### config.mk
export PLATFORM = sky130hd
export DESIGN_NAME = hid_descriptor_button_mask
export DESIGN_NICKNAME = d
export VERILOG_FILES = /design/src/hw/rtl/hdbm_pkg.sv /design/src/hw/rtl/hdbm_ctrl.sv /design/src/hw/rtl/hdbm_datapath.sv /design/src/hw/rtl/hid_descriptor_button_mask.sv
export SDC_FILE = /design/constraint.sdc
export NUM_CORES = 1
export LEC_CHECK = 0
export ABC_AREA = 1
export BUFFER_PORTS_ARGS = -buffer_cell sky130_fd_sc_hd__buf_2
export CORE_UTILIZATION = 40
export CTS_BUF_LIST = sky130_fd_sc_hd__clkbuf_16
export DETAILED_ROUTE_END_ITERATION = 7
export MAX_ROUTING_LAYER = met4
export PLACE_DENSITY_LB_ADDON = 0.1
export SLEW_MARGIN = 20
export SYNTH_ARGS = -nofsm -noshare
export SYNTH_HDL_FRONTEND = slang
export SYNTH_SLANG_ARGS = --single-unit
### constraint.sdc
create_clock -name i_clk -period 4.4 [get_ports i_clk]
set_input_delay 0.88 -clock i_clk [delete_from_list [all_inputs] [get_ports i_clk]]
set_output_delay 0.88 -clock i_clk [all_outputs]
set_load 0.01 [all_outputs]
### src/hw/rtl/hdbm_pkg.sv
// ============================================================================
// hdbm_pkg
// Shared sizes, item codes and the control/status bundles of the HID
// descriptor button mask.
// ============================================================================
package hdbm_pkg;

    // Map and recording sizes
    localparam int MAP_BITS     = 256;
    localparam int MAX_RECORDED = 128;
    localparam int MAP_BYTES    = (MAP_BITS + 7) / 8;
    localparam int MAP_AW       = $clog2(MAP_BYTES);
    localparam int REC_W        = $clog2(MAX_RECORDED + 1);
    // 16-bit bit position plus the recorded span on top of it
    localparam int POS_W        = 17;

    // Configuration register indexes
    localparam int CFG_IDX_W = 1;
    localparam logic [CFG_IDX_W-1:0] CFG_BUTTON_PAGE = 1'b0;
    localparam logic [CFG_IDX_W-1:0] CFG_HAT_USAGE   = 1'b1;
    localparam logic [7:0] BUTTON_PAGE_RESET = 8'h09;
    localparam logic [7:0] HAT_USAGE_RESET   = 8'h39;

    // Item prefix codes
    localparam logic [7:0] LONG_PREFIX      = 8'hFE;
    localparam logic [1:0] KIND_MAIN        = 2'd0;
    localparam logic [1:0] KIND_GLOBAL      = 2'd1;
    localparam logic [1:0] KIND_LOCAL       = 2'd2;
    localparam logic [3:0] TAG_INPUT        = 4'h8;
    localparam logic [3:0] TAG_USAGE_PAGE   = 4'h0;
    localparam logic [3:0] TAG_REPORT_SIZE  = 4'h7;
    localparam logic [3:0] TAG_REPORT_ID    = 4'h8;
    localparam logic [3:0] TAG_REPORT_COUNT = 4'h9;
    localparam logic [3:0] TAG_USAGE        = 4'h0;

    // Parse phase of the descriptor byte walker
    typedef enum logic [3:0] {
        PH_PREFIX   = 4'b0001,
        PH_SHORT    = 4'b0010,
        PH_LONGHDR  = 4'b0100,
        PH_LONGDATA = 4'b1000
    } t_phase;

    // One input beat, unpacked
    typedef struct packed {
        logic       mode;
        logic [7:0] data;
        logic       first;
        logic       last;
        logic [7:0] index;
    } t_in_beat;

    // Controller to datapath
    typedef struct packed {
        logic parse;
        logic load_out;
        logic mul;
        logic adv;
        logic mark;
    } t_cmd;

    // Datapath to controller
    typedef struct packed {
        logic input_item;
        logic mark_done;
    } t_stat;

    // Data byte count of a short item from its size code
    function automatic logic [7:0] size_bytes(input logic [1:0] code);
        logic [7:0] res;
        res = (code == 2'd3) ? 8'd4 : {6'd0, code};
        return res;
    endfunction

endpackage

### src/hw/rtl/hdbm_ctrl.sv
// ============================================================================
// hdbm_ctrl
// Handshake and sequencing controller: takes beats, holds the result beat
// and steps Input items through multiply, advance and map marking.
// ============================================================================
module hdbm_ctrl (
    input  logic          i_clk,
    input  logic          i_rst_n,
    input  logic          i_s_tvalid,
    output logic          o_s_tready,
    input  logic          i_mode,
    output logic          o_m_tvalid,
    input  logic          i_m_tready,
    input  hdbm_pkg::t_stat i_stat,
    output hdbm_pkg::t_cmd  o_cmd
);

    typedef enum logic [3:0] {
        S_IDLE = 4'b0001,
        S_MUL  = 4'b0010,
        S_ADV  = 4'b0100,
        S_MARK = 4'b1000
    } t_state;

    t_state r_state, n_state;
    logic   r_m_tvalid, n_m_tvalid;
    logic   accept;

    // Take a report beat only when the output slot frees; descriptor beats anytime idle
    assign o_s_tready = (r_state == S_IDLE) && (!r_m_tvalid || i_m_tready || !i_mode);
    assign accept     = i_s_tvalid && o_s_tready;
    assign o_m_tvalid = r_m_tvalid;

    // Issue datapath commands
    always_comb begin
        o_cmd          = '0;
        o_cmd.parse    = accept && !i_mode;
        o_cmd.load_out = accept && i_mode;
        o_cmd.mul      = (r_state == S_MUL);
        o_cmd.adv      = (r_state == S_ADV);
        o_cmd.mark     = (r_state == S_MARK) && !i_stat.mark_done;
    end

    // Advance the sequencer
    always_comb begin
        n_state = r_state;
        case (r_state)
            S_IDLE: begin
                if (o_cmd.parse && i_stat.input_item) begin
                    n_state = S_MUL;
                end
            end
            S_MUL:  n_state = S_ADV;
            S_ADV:  n_state = S_MARK;
            S_MARK: begin
                if (i_stat.mark_done) begin
                    n_state = S_IDLE;
                end
            end
            default: n_state = S_IDLE;
        endcase
    end

    // Hold the result beat until taken
    always_comb begin
        n_m_tvalid = r_m_tvalid;
        if (o_cmd.load_out) begin
            n_m_tvalid = 1'b1;
        end else if (i_m_tready) begin
            n_m_tvalid = 1'b0;
        end
    end

    always_ff @(posedge i_clk) begin
        if (!i_rst_n) begin
            r_state    <= S_IDLE;
            r_m_tvalid <= 1'b0;
        end else begin
            r_state    <= n_state;
            r_m_tvalid <= n_m_tvalid;
        end
    end

endmodule

### src/hw/rtl/hdbm_datapath.sv
// ============================================================================
// hdbm_datapath
// Descriptor parse state, bit map, marking unit and report byte masking.
// ============================================================================
module hdbm_datapath (
    input  logic                              i_clk,
    input  logic                              i_rst_n,
    input  logic                              i_cfg_wen,
    input  logic [hdbm_pkg::CFG_IDX_W-1:0]    i_cfg_idx,
    input  logic [7:0]                        i_cfg_wdata,
    input  hdbm_pkg::t_in_beat                i_beat,
    input  hdbm_pkg::t_cmd                    i_cmd,
    output hdbm_pkg::t_stat                   o_stat,
    output logic [7:0]                        o_masked_byte,
    output logic [7:0]                        o_out_index
);

    // Configuration
    logic [7:0] r_btn_page;
    logic [7:0] r_hat_usage;

    // Parse state
    hdbm_pkg::t_phase r_phase, n_phase, cur_phase;
    logic [7:0]  r_left, n_left, cur_left;
    logic [7:0]  r_prefix, n_prefix, cur_prefix;
    logic [7:0]  r_value, n_value, cur_value;
    logic [7:0]  r_size, n_size, cur_size;
    logic [7:0]  r_count, n_count, cur_count;
    logic [15:0] r_bit_pos, n_bit_pos, cur_bit_pos;
    logic [7:0]  r_rid, n_rid, cur_rid;
    logic        r_marked, n_marked, cur_marked;
    logic        r_stopped, n_stopped, cur_stopped;
    logic [hdbm_pkg::REC_W-1:0] r_recorded, cur_recorded;
    logic        r_mask_en;
    logic [7:0]  r_map [hdbm_pkg::MAP_BYTES];

    // Item dispatch
    logic        item_go;
    logic [7:0]  go_prefix;
    logic [7:0]  go_val;
    logic [7:0]  sz;
    logic [7:0]  left_dec;
    logic        input_item;

    // Marking unit
    logic [15:0]                r_total;
    logic [hdbm_pkg::POS_W-1:0] r_mk_pos;
    logic [hdbm_pkg::REC_W-1:0] r_mk_left;
    logic [hdbm_pkg::REC_W-1:0] rec_rem;
    logic [hdbm_pkg::REC_W-1:0] rec_take;
    logic [2:0]                 mk_bit;
    logic [3:0]                 mk_room;
    logic [3:0]                 mk_num;
    logic [8:0]                 mk_low;
    logic [15:0]                mk_shift;
    logic                       mk_in_map;

    // Report masking
    logic [7:0] r_out_byte, r_out_idx;
    logic [7:0] idx_m1;
    logic [7:0] mask_byte;
    logic [7:0] res_byte;

    // Start from cleared state on the first descriptor byte
    always_comb begin
        cur_phase    = i_beat.first ? hdbm_pkg::PH_PREFIX : r_phase;
        cur_left     = i_beat.first ? 8'd0  : r_left;
        cur_prefix   = i_beat.first ? 8'd0  : r_prefix;
        cur_value    = i_beat.first ? 8'd0  : r_value;
        cur_size     = i_beat.first ? 8'd0  : r_size;
        cur_count    = i_beat.first ? 8'd0  : r_count;
        cur_bit_pos  = i_beat.first ? 16'd0 : r_bit_pos;
        cur_rid      = i_beat.first ? 8'd0  : r_rid;
        cur_marked   = i_beat.first ? 1'b0  : r_marked;
        cur_stopped  = i_beat.first ? 1'b0  : r_stopped;
        cur_recorded = i_beat.first ? '0    : r_recorded;
    end

    // Walk one descriptor byte
    always_comb begin
        n_phase   = cur_phase;
        n_left    = cur_left;
        n_prefix  = cur_prefix;
        n_value   = cur_value;
        item_go   = 1'b0;
        go_prefix = cur_prefix;
        go_val    = 8'd0;
        sz        = 8'd0;
        left_dec  = 8'd0;
        if (!cur_stopped) begin
            case (cur_phase)
                hdbm_pkg::PH_PREFIX: begin
                    if (i_beat.data == hdbm_pkg::LONG_PREFIX) begin
                        n_phase = hdbm_pkg::PH_LONGHDR;
                        n_left  = 8'd2;
                    end else begin
                        sz       = hdbm_pkg::size_bytes(i_beat.data[1:0]);
                        n_prefix = i_beat.data;
                        n_value  = 8'd0;
                        if (sz == 8'd0 || i_beat.last) begin
                            item_go   = 1'b1;
                            go_prefix = i_beat.data;
                            go_val    = 8'd0;
                            n_phase   = hdbm_pkg::PH_PREFIX;
                            n_left    = 8'd0;
                        end else begin
                            n_phase = hdbm_pkg::PH_SHORT;
                            n_left  = sz;
                        end
                    end
                end
                hdbm_pkg::PH_SHORT: begin
                    sz = hdbm_pkg::size_bytes(cur_prefix[1:0]);
                    // keep only the low data byte
                    if (cur_left == sz) begin
                        n_value = i_beat.data;
                    end
                    left_dec = (cur_left != 8'd0) ? cur_left - 8'd1 : 8'd0;
                    n_left   = left_dec;
                    if (left_dec == 8'd0 || i_beat.last) begin
                        item_go   = 1'b1;
                        go_prefix = cur_prefix;
                        go_val    = n_value;
                        n_phase   = hdbm_pkg::PH_PREFIX;
                        n_left    = 8'd0;
                    end
                end
                hdbm_pkg::PH_LONGHDR: begin
                    if (cur_left == 8'd2) begin
                        n_value = i_beat.data;
                        n_left  = 8'd1;
                    end else begin
                        n_left  = cur_value;
                        n_phase = (cur_value == 8'd0) ? hdbm_pkg::PH_PREFIX
                                                      : hdbm_pkg::PH_LONGDATA;
                    end
                end
                default: begin
                    // skip long item data
                    left_dec = (cur_left != 8'd0) ? cur_left - 8'd1 : 8'd0;
                    n_left   = left_dec;
                    if (left_dec == 8'd0) begin
                        n_phase = hdbm_pkg::PH_PREFIX;
                    end
                end
            endcase
        end
        // last byte always leaves the walker at a prefix
        if (i_beat.last) begin
            n_phase = hdbm_pkg::PH_PREFIX;
            n_left  = 8'd0;
        end
    end

    // Act on a completed item
    always_comb begin
        n_size     = cur_size;
        n_count    = cur_count;
        n_bit_pos  = cur_bit_pos;
        n_rid      = cur_rid;
        n_marked   = cur_marked;
        n_stopped  = cur_stopped;
        input_item = 1'b0;
        if (item_go) begin
            case (go_prefix[3:2])
                hdbm_pkg::KIND_MAIN: begin
                    if (go_prefix[7:4] == hdbm_pkg::TAG_INPUT) begin
                        input_item = 1'b1;
                    end
                end
                hdbm_pkg::KIND_GLOBAL: begin
                    case (go_prefix[7:4])
                        hdbm_pkg::TAG_USAGE_PAGE: begin
                            if (go_val == r_btn_page) begin
                                n_marked = 1'b1;
                            end
                        end
                        hdbm_pkg::TAG_REPORT_SIZE:  n_size  = go_val;
                        hdbm_pkg::TAG_REPORT_COUNT: n_count = go_val;
                        hdbm_pkg::TAG_REPORT_ID: begin
                            if (cur_rid != 8'd0) begin
                                n_stopped = 1'b1;
                            end else begin
                                n_rid     = go_val;
                                n_bit_pos = 16'd0;
                            end
                        end
                        default: ;
                    endcase
                end
                hdbm_pkg::KIND_LOCAL: begin
                    if (go_prefix[7:4] == hdbm_pkg::TAG_USAGE && go_val == r_hat_usage) begin
                        n_marked = 1'b1;
                    end
                end
                default: ;
            endcase
        end
    end

    // Bits the next Input item may still record under the cap
    assign rec_rem  = hdbm_pkg::REC_W'(hdbm_pkg::MAX_RECORDED) - r_recorded;
    assign rec_take = (r_total < 16'(rec_rem)) ? r_total[hdbm_pkg::REC_W-1:0] : rec_rem;

    // Bit run that fits in the current map byte
    assign mk_bit    = r_mk_pos[2:0];
    assign mk_room   = 4'd8 - {1'b0, mk_bit};
    assign mk_num    = (r_mk_left < hdbm_pkg::REC_W'(mk_room)) ? 4'(r_mk_left) : mk_room;
    assign mk_low    = (9'd1 << mk_num) - 9'd1;
    assign mk_shift  = {7'd0, mk_low} << mk_bit;
    assign mk_in_map = r_mk_pos < hdbm_pkg::POS_W'(hdbm_pkg::MAP_BITS);

    assign o_stat.input_item = input_item;
    assign o_stat.mark_done  = (r_mk_left == '0) || !mk_in_map;

    // Pick the map byte for a report byte, one byte later after a report ID
    assign idx_m1 = i_beat.index - 8'd1;
    always_comb begin
        mask_byte = 8'd0;
        if (r_rid != 8'd0) begin
            if (i_beat.index != 8'd0
                && {1'b0, i_beat.index} < 9'(hdbm_pkg::MAP_BYTES)
                && {1'b0, i_beat.index, 3'b000} < 12'(hdbm_pkg::MAP_BITS)) begin
                mask_byte = r_map[idx_m1[hdbm_pkg::MAP_AW-1:0]];
            end
        end else if ({1'b0, i_beat.index} < 9'(hdbm_pkg::MAP_BYTES)) begin
            mask_byte = r_map[i_beat.index[hdbm_pkg::MAP_AW-1:0]];
        end
        res_byte = r_mask_en ? (i_beat.data & mask_byte) : i_beat.data;
    end

    assign o_masked_byte = r_out_byte;
    assign o_out_index   = r_out_idx;

    // Configuration, parse and marking registers
    always_ff @(posedge i_clk) begin
        if (!i_rst_n) begin
            r_btn_page  <= hdbm_pkg::BUTTON_PAGE_RESET;
            r_hat_usage <= hdbm_pkg::HAT_USAGE_RESET;
            r_phase     <= hdbm_pkg::PH_PREFIX;
            r_left      <= 8'd0;
            r_prefix    <= 8'd0;
            r_value     <= 8'd0;
            r_size      <= 8'd0;
            r_count     <= 8'd0;
            r_bit_pos   <= 16'd0;
            r_rid       <= 8'd0;
            r_marked    <= 1'b0;
            r_stopped   <= 1'b0;
            r_recorded  <= '0;
            r_mask_en   <= 1'b0;
            r_mk_left   <= '0;
            for (int i = 0; i < hdbm_pkg::MAP_BYTES; i++) begin
                r_map[i] <= 8'd0;
            end
        end else begin
            if (i_cfg_wen) begin
                case (i_cfg_idx)
                    hdbm_pkg::CFG_BUTTON_PAGE: r_btn_page  <= i_cfg_wdata;
                    hdbm_pkg::CFG_HAT_USAGE:   r_hat_usage <= i_cfg_wdata;
                    default: ;
                endcase
            end
            if (i_cmd.parse) begin
                r_phase    <= n_phase;
                r_left     <= n_left;
                r_prefix   <= n_prefix;
                r_value    <= n_value;
                r_size     <= n_size;
                r_count    <= n_count;
                r_bit_pos  <= n_bit_pos;
                r_rid      <= n_rid;
                r_marked   <= n_marked;
                r_stopped  <= n_stopped;
                r_recorded <= cur_recorded;
                if (i_beat.first) begin
                    for (int i = 0; i < hdbm_pkg::MAP_BYTES; i++) begin
                        r_map[i] <= 8'd0;
                    end
                end
                if (i_beat.last) begin
                    r_mask_en <= 1'b1;
                end
            end
            // Advance the bit position and set up the marking run
            if (i_cmd.adv) begin
                r_bit_pos <= r_bit_pos + r_total;
                r_marked  <= 1'b0;
                if (r_marked) begin
                    r_mk_left  <= rec_take;
                    r_recorded <= r_recorded + rec_take;
                end else begin
                    r_mk_left <= '0;
                end
            end
            // Mark one map byte per cycle
            if (i_cmd.mark) begin
                r_map[r_mk_pos[3 +: hdbm_pkg::MAP_AW]] <=
                    r_map[r_mk_pos[3 +: hdbm_pkg::MAP_AW]] | mk_shift[7:0];
                r_mk_left <= r_mk_left - hdbm_pkg::REC_W'(mk_num);
            end
        end
    end

    // Payload registers
    always_ff @(posedge i_clk) begin
        if (i_cmd.mul) begin
            r_total <= 16'(r_count) * 16'(r_size);
        end
        if (i_cmd.adv) begin
            r_mk_pos <= {1'b0, r_bit_pos};
        end else if (i_cmd.mark) begin
            r_mk_pos <= r_mk_pos + hdbm_pkg::POS_W'(mk_num);
        end
        if (i_cmd.load_out) begin
            r_out_byte <= res_byte;
            r_out_idx  <= i_beat.index;
        end
    end

endmodule

### src/hw/rtl/hid_descriptor_button_mask.sv
// ============================================================================
// hid_descriptor_button_mask
// Parses a HID report descriptor into a bit map of button and hat switch
// fields, then masks report bytes with that map.
// ============================================================================
// Channel   Dir  Handshake               Payload
// s (in)    in   i_s_tvalid/o_s_tready   tdata, tlast = last_byte, tuser
// m (out)   out  o_m_tvalid/i_m_tready   tdata
// cfg       in   i_cfg_wen               i_cfg_idx, i_cfg_wdata
//
// One report byte can be accepted every cycle while the sequencer is idle and
// the output beat drains. After an Input item byte the sequencer steps through
// multiply, advance, one marking step per map byte its recorded bits touch and
// a closing step before it takes the next beat. Descriptor beats are taken
// while a result beat waits; report beats wait for the output register to
// free. Reset is synchronous and clears the map flops.
// ============================================================================
module hid_descriptor_button_mask (
    input  logic                           i_clk,
    input  logic                           i_rst_n,
    input  logic                           i_cfg_wen,
    input  logic [hdbm_pkg::CFG_IDX_W-1:0] i_cfg_idx,
    input  logic [7:0]                     i_cfg_wdata,
    input  logic                           i_s_tvalid,
    output logic                           o_s_tready,
    input  logic [15:0]                    i_s_tdata,  // data_byte[7:0], byte_index[15:8]
    input  logic                           i_s_tlast,
    input  logic [1:0]                     i_s_tuser,  // mode[0], first_byte[1]
    output logic                           o_m_tvalid,
    input  logic                           i_m_tready,
    output logic [15:0]                    o_m_tdata   // masked_byte[7:0], out_index[15:8]
);

    hdbm_pkg::t_in_beat beat;
    hdbm_pkg::t_cmd     cmd;
    hdbm_pkg::t_stat    stat;
    logic [7:0]         masked_byte;
    logic [7:0]         out_index;

    // Unpack the input beat
    assign beat.mode  = i_s_tuser[0];
    assign beat.data  = i_s_tdata[7:0];
    assign beat.first = i_s_tuser[1];
    assign beat.last  = i_s_tlast;
    assign beat.index = i_s_tdata[15:8];

    assign o_m_tdata = {out_index, masked_byte};

    hdbm_ctrl u_ctrl (
        .i_clk      (i_clk),
        .i_rst_n    (i_rst_n),
        .i_s_tvalid (i_s_tvalid),
        .o_s_tready (o_s_tready),
        .i_mode     (beat.mode),
        .o_m_tvalid (o_m_tvalid),
        .i_m_tready (i_m_tready),
        .i_stat     (stat),
        .o_cmd      (cmd)
    );

    hdbm_datapath u_datapath (
        .i_clk         (i_clk),
        .i_rst_n       (i_rst_n),
        .i_cfg_wen     (i_cfg_wen),
        .i_cfg_idx     (i_cfg_idx),
        .i_cfg_wdata   (i_cfg_wdata),
        .i_beat        (beat),
        .i_cmd         (cmd),
        .o_stat        (stat),
        .o_masked_byte (masked_byte),
        .o_out_index   (out_index)
    );

endmodule

# After elaboration in Yosys (flattened, before gate mapping)
# Memories as Yosys holds them, arrays and structs flattened. A register that Yosys moved wholly into a read port is not among the register bits.
# Index checks and enable logic that the tools add are counted.
dict set report totals {
  regBits 157
  ramBits 256
  in_bits 33
  output_inout_bits 18
  word_cells 275
  n_memories 1
}
dict set report op_classes {
  addsub 9
  multipliers 1
  n_lt_le_gt_ge 5
  eq_ne 21
  n_shift 2
  n_mux 141
  n_bitwise 36
  reduce_logical 37
}
# memory depth word_bits rd rd_ports_with_merged_regs wr line_no
set memory_table {}
lappend memory_table {u_datapath.r_map 32 8 3 1 32 hdbm_datapath.sv:35} ;# logic [7:0] r_map [hdbm_pkg::MAP_BYTES];
# operator n
set op_table {}
lappend op_table {{$mux 8} 82}
lappend op_table {{$mux 16} 9}
lappend op_table {{$pmux 8 s3} 2}
lappend op_table {{$mux 4} 11}
lappend op_table {{$logic_not 8->1} 4}
lappend op_table {{$or 1x1->1} 32}
lappend op_table {{$reduce_bool 8->1} 4}
lappend op_table {{$mux 1} 28}
lappend op_table {{$eq 8x8->1} 3}
lappend op_table {{$add 17x4->17} 1}
lappend op_table {{$lt 17x9->1 const B} 1}
lappend op_table {{$add 16x16->16} 1}
lappend op_table {{$lt 16x8->1} 1}
lappend op_table {{$mul 8x8->16} 1}
lappend op_table {{$pmux 4 s4} 1}
lappend op_table {{$eq 4x3->1 const B} 3}
lappend op_table {{$eq 4x4->1 const B} 3}
lappend op_table {{$pmux 4 s3} 1}
lappend op_table {{$lt 11x9->1 const B} 1}
lappend op_table {{$mux 5} 2}
lappend op_table {{$logic_and 1x1->1} 9}
lappend op_table {{$shl 1x4->9 const A} 1}
lappend op_table {{$shl 9x3->8} 1}
lappend op_table {{$sub 9x1->9 const B} 1}
lappend op_table {{30 further kinds} 49}

# Longest topological paths before layout
dict set report logic_depth {
  depth_word 15
  ltp_mapped 29
  depth_no_buf 28
}

# By module
# Synthesis repeated with hierarchy kept, for this count alone.
dict set report hier_totals {
  hier_cells 3838
  hier_area_um2 28924.0
}
# mod instances cells_per_inst area_per_inst_um2 seq_area_each_um2
set modules_own_cells {}
lappend modules_own_cells {hdbm_datapath 1 3798 28622.5 11310.8}
lappend modules_own_cells {hdbm_ctrl 1 40 301.5 100.1}

# Least setup slack after synthesis
# Ideal clock, no wire load.
dict set report synth_timing {
  path_kind {register -> register}
  from {register u_datapath.r_count[6]}
  to {register u_datapath.r_total[15] (data pin)}
  setup_ns 0.261
  arrival_ns 4.060
  t_required_ns 4.139
  slack_ns 0.079
  stages_incl_launch_ff 21
  path_buffers 1
  synth_period_minus_slack_ns 4.321
  cell_sequence {dfxtp_1 -> clkbuf_1 -> nand2_1 -> fa_1 -> fa_1 -> fa_1 -> fa_1 -> inv_1 -> ha_1 -> a21oi_1 -> nor2_1 -> a211oi_1 -> o31ai_1 -> a21oi_1 -> inv_1 -> nand2_1 -> nand2_1 -> a21oi_1 -> nor2_1 -> nor2_1 -> xor2_1}
}
dict set report synth_between {
  elab_chain_len 1
}
# element line_no
set synth_lines {}
lappend synth_lines {{from (decl)} hdbm_datapath.sv:28} ;# logic [7:0] r_count, n_count, cur_count;
lappend synth_lines {{from (signal assigned)} hdbm_datapath.sv:270} ;# r_count <= n_count;
lappend synth_lines {{$mul 8x8->16} hdbm_datapath.sv:308} ;# r_total <= 16'(r_count) * 16'(r_size);
lappend synth_lines {{to (signal assigned)} hdbm_datapath.sv:308}
lappend synth_lines {{to (decl)} hdbm_datapath.sv:46} ;# logic [15:0] r_total;
# No other way between the ends.
# A chain may end at the register's enable or synchronous reset.

# Worst setup path after layout
dict set report layout_timing {
  from {register u_datapath.r_size[5]}
  to {register u_datapath.r_total[15] (data pin)}
}
dict set report layout_between {
  elab_chain_len 1
}
# element line_no
set layout_lines {}
lappend layout_lines {{from (decl)} hdbm_datapath.sv:27} ;# logic [7:0] r_size, n_size, cur_size;
lappend layout_lines {{from (signal assigned)} hdbm_datapath.sv:269} ;# r_size <= n_size;
lappend layout_lines {{$mul 8x8->16} hdbm_datapath.sv:308}
# No other way between the ends.

==> run metrics <==
synth top area cells edfxtp_1, a21oi_1, nand2_1; die area between 70000 and 80000 sq um; DP Wirelength approximately 75000 um; TritonCTS Sinks 418; Worst path top cell family by delay adder cells; Syn Std Cell Area around 29000 sq um; commonest register cell after synthesis edfxtp_1; part of the power in registers 44.6%; Antenna Violating Nets Remaining 0; Net count, final ~4000; combinational power share 12.5%; Post-Synthesis Cells 3868; top-area cell type share of the netlist area between 30% and 40%; post-route setup slack around 0.036 ns; syn avg cell area between 7 and 8 sq um; Pre-antenna DRT Iters 6; drt via density between 5 and 6; Peak Freq between 200 and 250 MHz; Clk pin slew, worst setup/hold paths approximately 0.06 ns; final worst path period need approximately 4.4 ns; Finished Layout Cells 4882; filler cell count in the final layout roughly 7300; MaxCap Viol Count 0; IO buf count 50; first-pass GRT wire length 162100 um; Inst Count DP 4773; fin crit share ~99%; layout cells sized above 1 10.72%; most frequent CP cell fa_1; area leader, netlist edfxtp_1; CTS Hold Buffers Added 0; Syn Nets ~4000; worst path cell trace buf_6, nand2_4, fa_1, fa_1, inv_2, fa_1, fa_1, ha_4, nand2_4, nor2_4, a211oi_4, o31ai_4, a21oi_2, inv_1, nand2_2, nand2_2, a21oi_2, nor2_1, nor2_1, xor2_1; Seq/Total Area, Yosys between 30% and 40%; CTS Buf Count between 50 and 60; Int Pwr 7.259 mW; most common cell after layout, fill and taps aside nand2_1; fin. max-slew vios 0; gr usage total 29.81%; vias around 28000; WS Path Type register to register; vias in the first global route around 26000; Synth Register Bits roughly 420; Arr. time, crit path ~4.7 ns; synth warn 0; Hold WC Path Type register to register; Startpoint Class register; initial antenna violation count 3; Sw Share 27.65%; Unique masters post-synth 60; Max Fanout on Critical Path 4; Initial Utilization 40.42%; Max transition margin between 30% and 40%; Root Buffer clkbuf_16; most frequent cells in the layout nand2_1, a21oi_1, o21ai_0, inv_1, nor2_1; peak supply drop approximately 250 uV; final setup fails 0; status finished, final reports clean; post-layout util 45.88%; cell area power density 306.5 nW/um^2; sw power 2.775 mW; DR DRC count 0; die extent in y between 200 and 300 um; Initial DRC Count 2874; area of the multi-input gates 14880 sq um; CP max-delay cell fa_1; # H-tree levels 2; final hold slack about 0.44 ns; post-DR wirelength/cell ~22 um; Setup crit end kind register; critical path required time around 4.7 ns; Core Footprint roughly 71000 sq um; largest net degree at the start of global routing between 100 and 150; Clk pwr share between 40% and 50%; unrepaired setup endpoints after global routing true; Worst-Margin Slew roughly 1.0 ns; row count about 100; CTS tree yes; Post-synth EDFFs 304; setup TNS 0 ns; Clock Skews 0.03159 ns; width of the die ~270 um; storage element area 11460 sq um; Async S/R FF share, synth 0%; Layout Area Growth over Synthesis 13.51%; worst path bufs/invs 3; Overflow after GRT 0; Top Ports 51; clk buf depth 3; Clk Latency, worst-skew pair between 0.6 and 0.7 ns; leak pwr approximately 14 nW; Place WS roughly 0.019 ns; final hold vios 0; slowest stage delay, CP 0.58 ns; routability cong. 1.049; routed wire length 108300 um
power by group through the flow:
stage	registers [mW]	logic (mW)	clock network, mW
floorplan	4.53	0.751	0
global placement	4.56	1.22	0
detailed placement	4.56	1.22	0
CTS	4.48	1.22	4.38
global route	4.49	1.35	4.53
finish	4.48	1.25	4.30
synth_stat cells, types with 54 or more instances:
master and number:
nand3_1 239, edfxtp_1 304, o21ai_0 487, ha_1 85
nand2_1 658, a21oi_1 504, o211ai_1 54, clkbuf_1 186
inv_1 451, dfxtp_1 114, nor2_1 333, o22ai_1 60
registers in the layout (all words and copies together), names as in the netlist, 16 cells and up, named ones only:
| signal | cells |
|---|---|
| u_datapath.r_map | 256 |
| u_datapath.r_total | 16 |
| u_datapath.r_mk_pos | 17 |
| u_datapath.r_bit_pos | 16 |
kinds of logic after synthesis:
logic type	after synthesis	synth area share [%]
simple gates	1335	19.61
compound gates	1229	23.40
buf+inv	723	9.812
flops	418	39.56
fa+ha+maj	125	6.463
xor+xnor	38	1.154
routing by layer:
layer	share of wire, %	up-vias	global-route usage [%]
li1	-	13300	-
met1	41	13120	37.34
met2	47	1193	47.62
met3	7.2	268	4.100
met4	4.9	0	13.80
met5	0	-	-
worst register-to-register path, stage by stage, from the launching register on:
cell and delay (ns):
dfxtp_4 0.37, buf_6 0.12, nand2_4 0.05, fa_1 0.50, fa_1 0.56, inv_2 0.04, fa_1 0.47, fa_1 0.58
ha_4 0.23, nand2_4 0.09, nor2_4 0.04, a211oi_4 0.24, o31ai_4 0.13, a21oi_2 0.14, inv_1 0.05, nand2_2 0.05
nand2_2 0.06, a21oi_2 0.12, nor2_1 0.05, nor2_1 0.11, xor2_1 0.08
repair_timing:
item | 4_1_cts | 5_1_grt
pin swaps | 0 | 25
gates resized for setup | 1 | 70
setup endpoints to repair | 1 | 7
buffers inserted | 0 | 12
path summary, 6_finish.rpt:
path                           start                 endpoint  slack [ns]  depth (start not counted)
max             u_datapath.r_size[5]   u_datapath.r_total[15]        0.04                         20
min          u_datapath.r_mk_pos[16]  u_datapath.r_mk_pos[16]        0.44                          2
max reg2reg     u_datapath.r_size[5]   u_datapath.r_total[15]        0.04                         20
min reg2reg  u_datapath.r_mk_pos[16]  u_datapath.r_mk_pos[16]        0.44                          2
layout make-up:
type | instances | area share (%)
Timing Repair Buffer | 218 | 5.354
Sequential cell | 418 | 34.99
Tap cell | 950 | 3.631
Antenna cell | 3 | 0.02293
Multi-Input combinational cell | 2727 | 45.46
Clock buffer | 53 | 4.051
Clock inverter | 41 | 1.055
Inverter | 472 | 5.431
through the flow:
step	power, mW	cell area (sq um)
after global routing	10.37	32740
after global placement	5.779	30710
final	10.03	32740
after CTS	10.08	32380
after detailed placement	5.783	30710
after floorplan	5.277	28840
No activity file was read; power rests on OpenSTA's default activity.
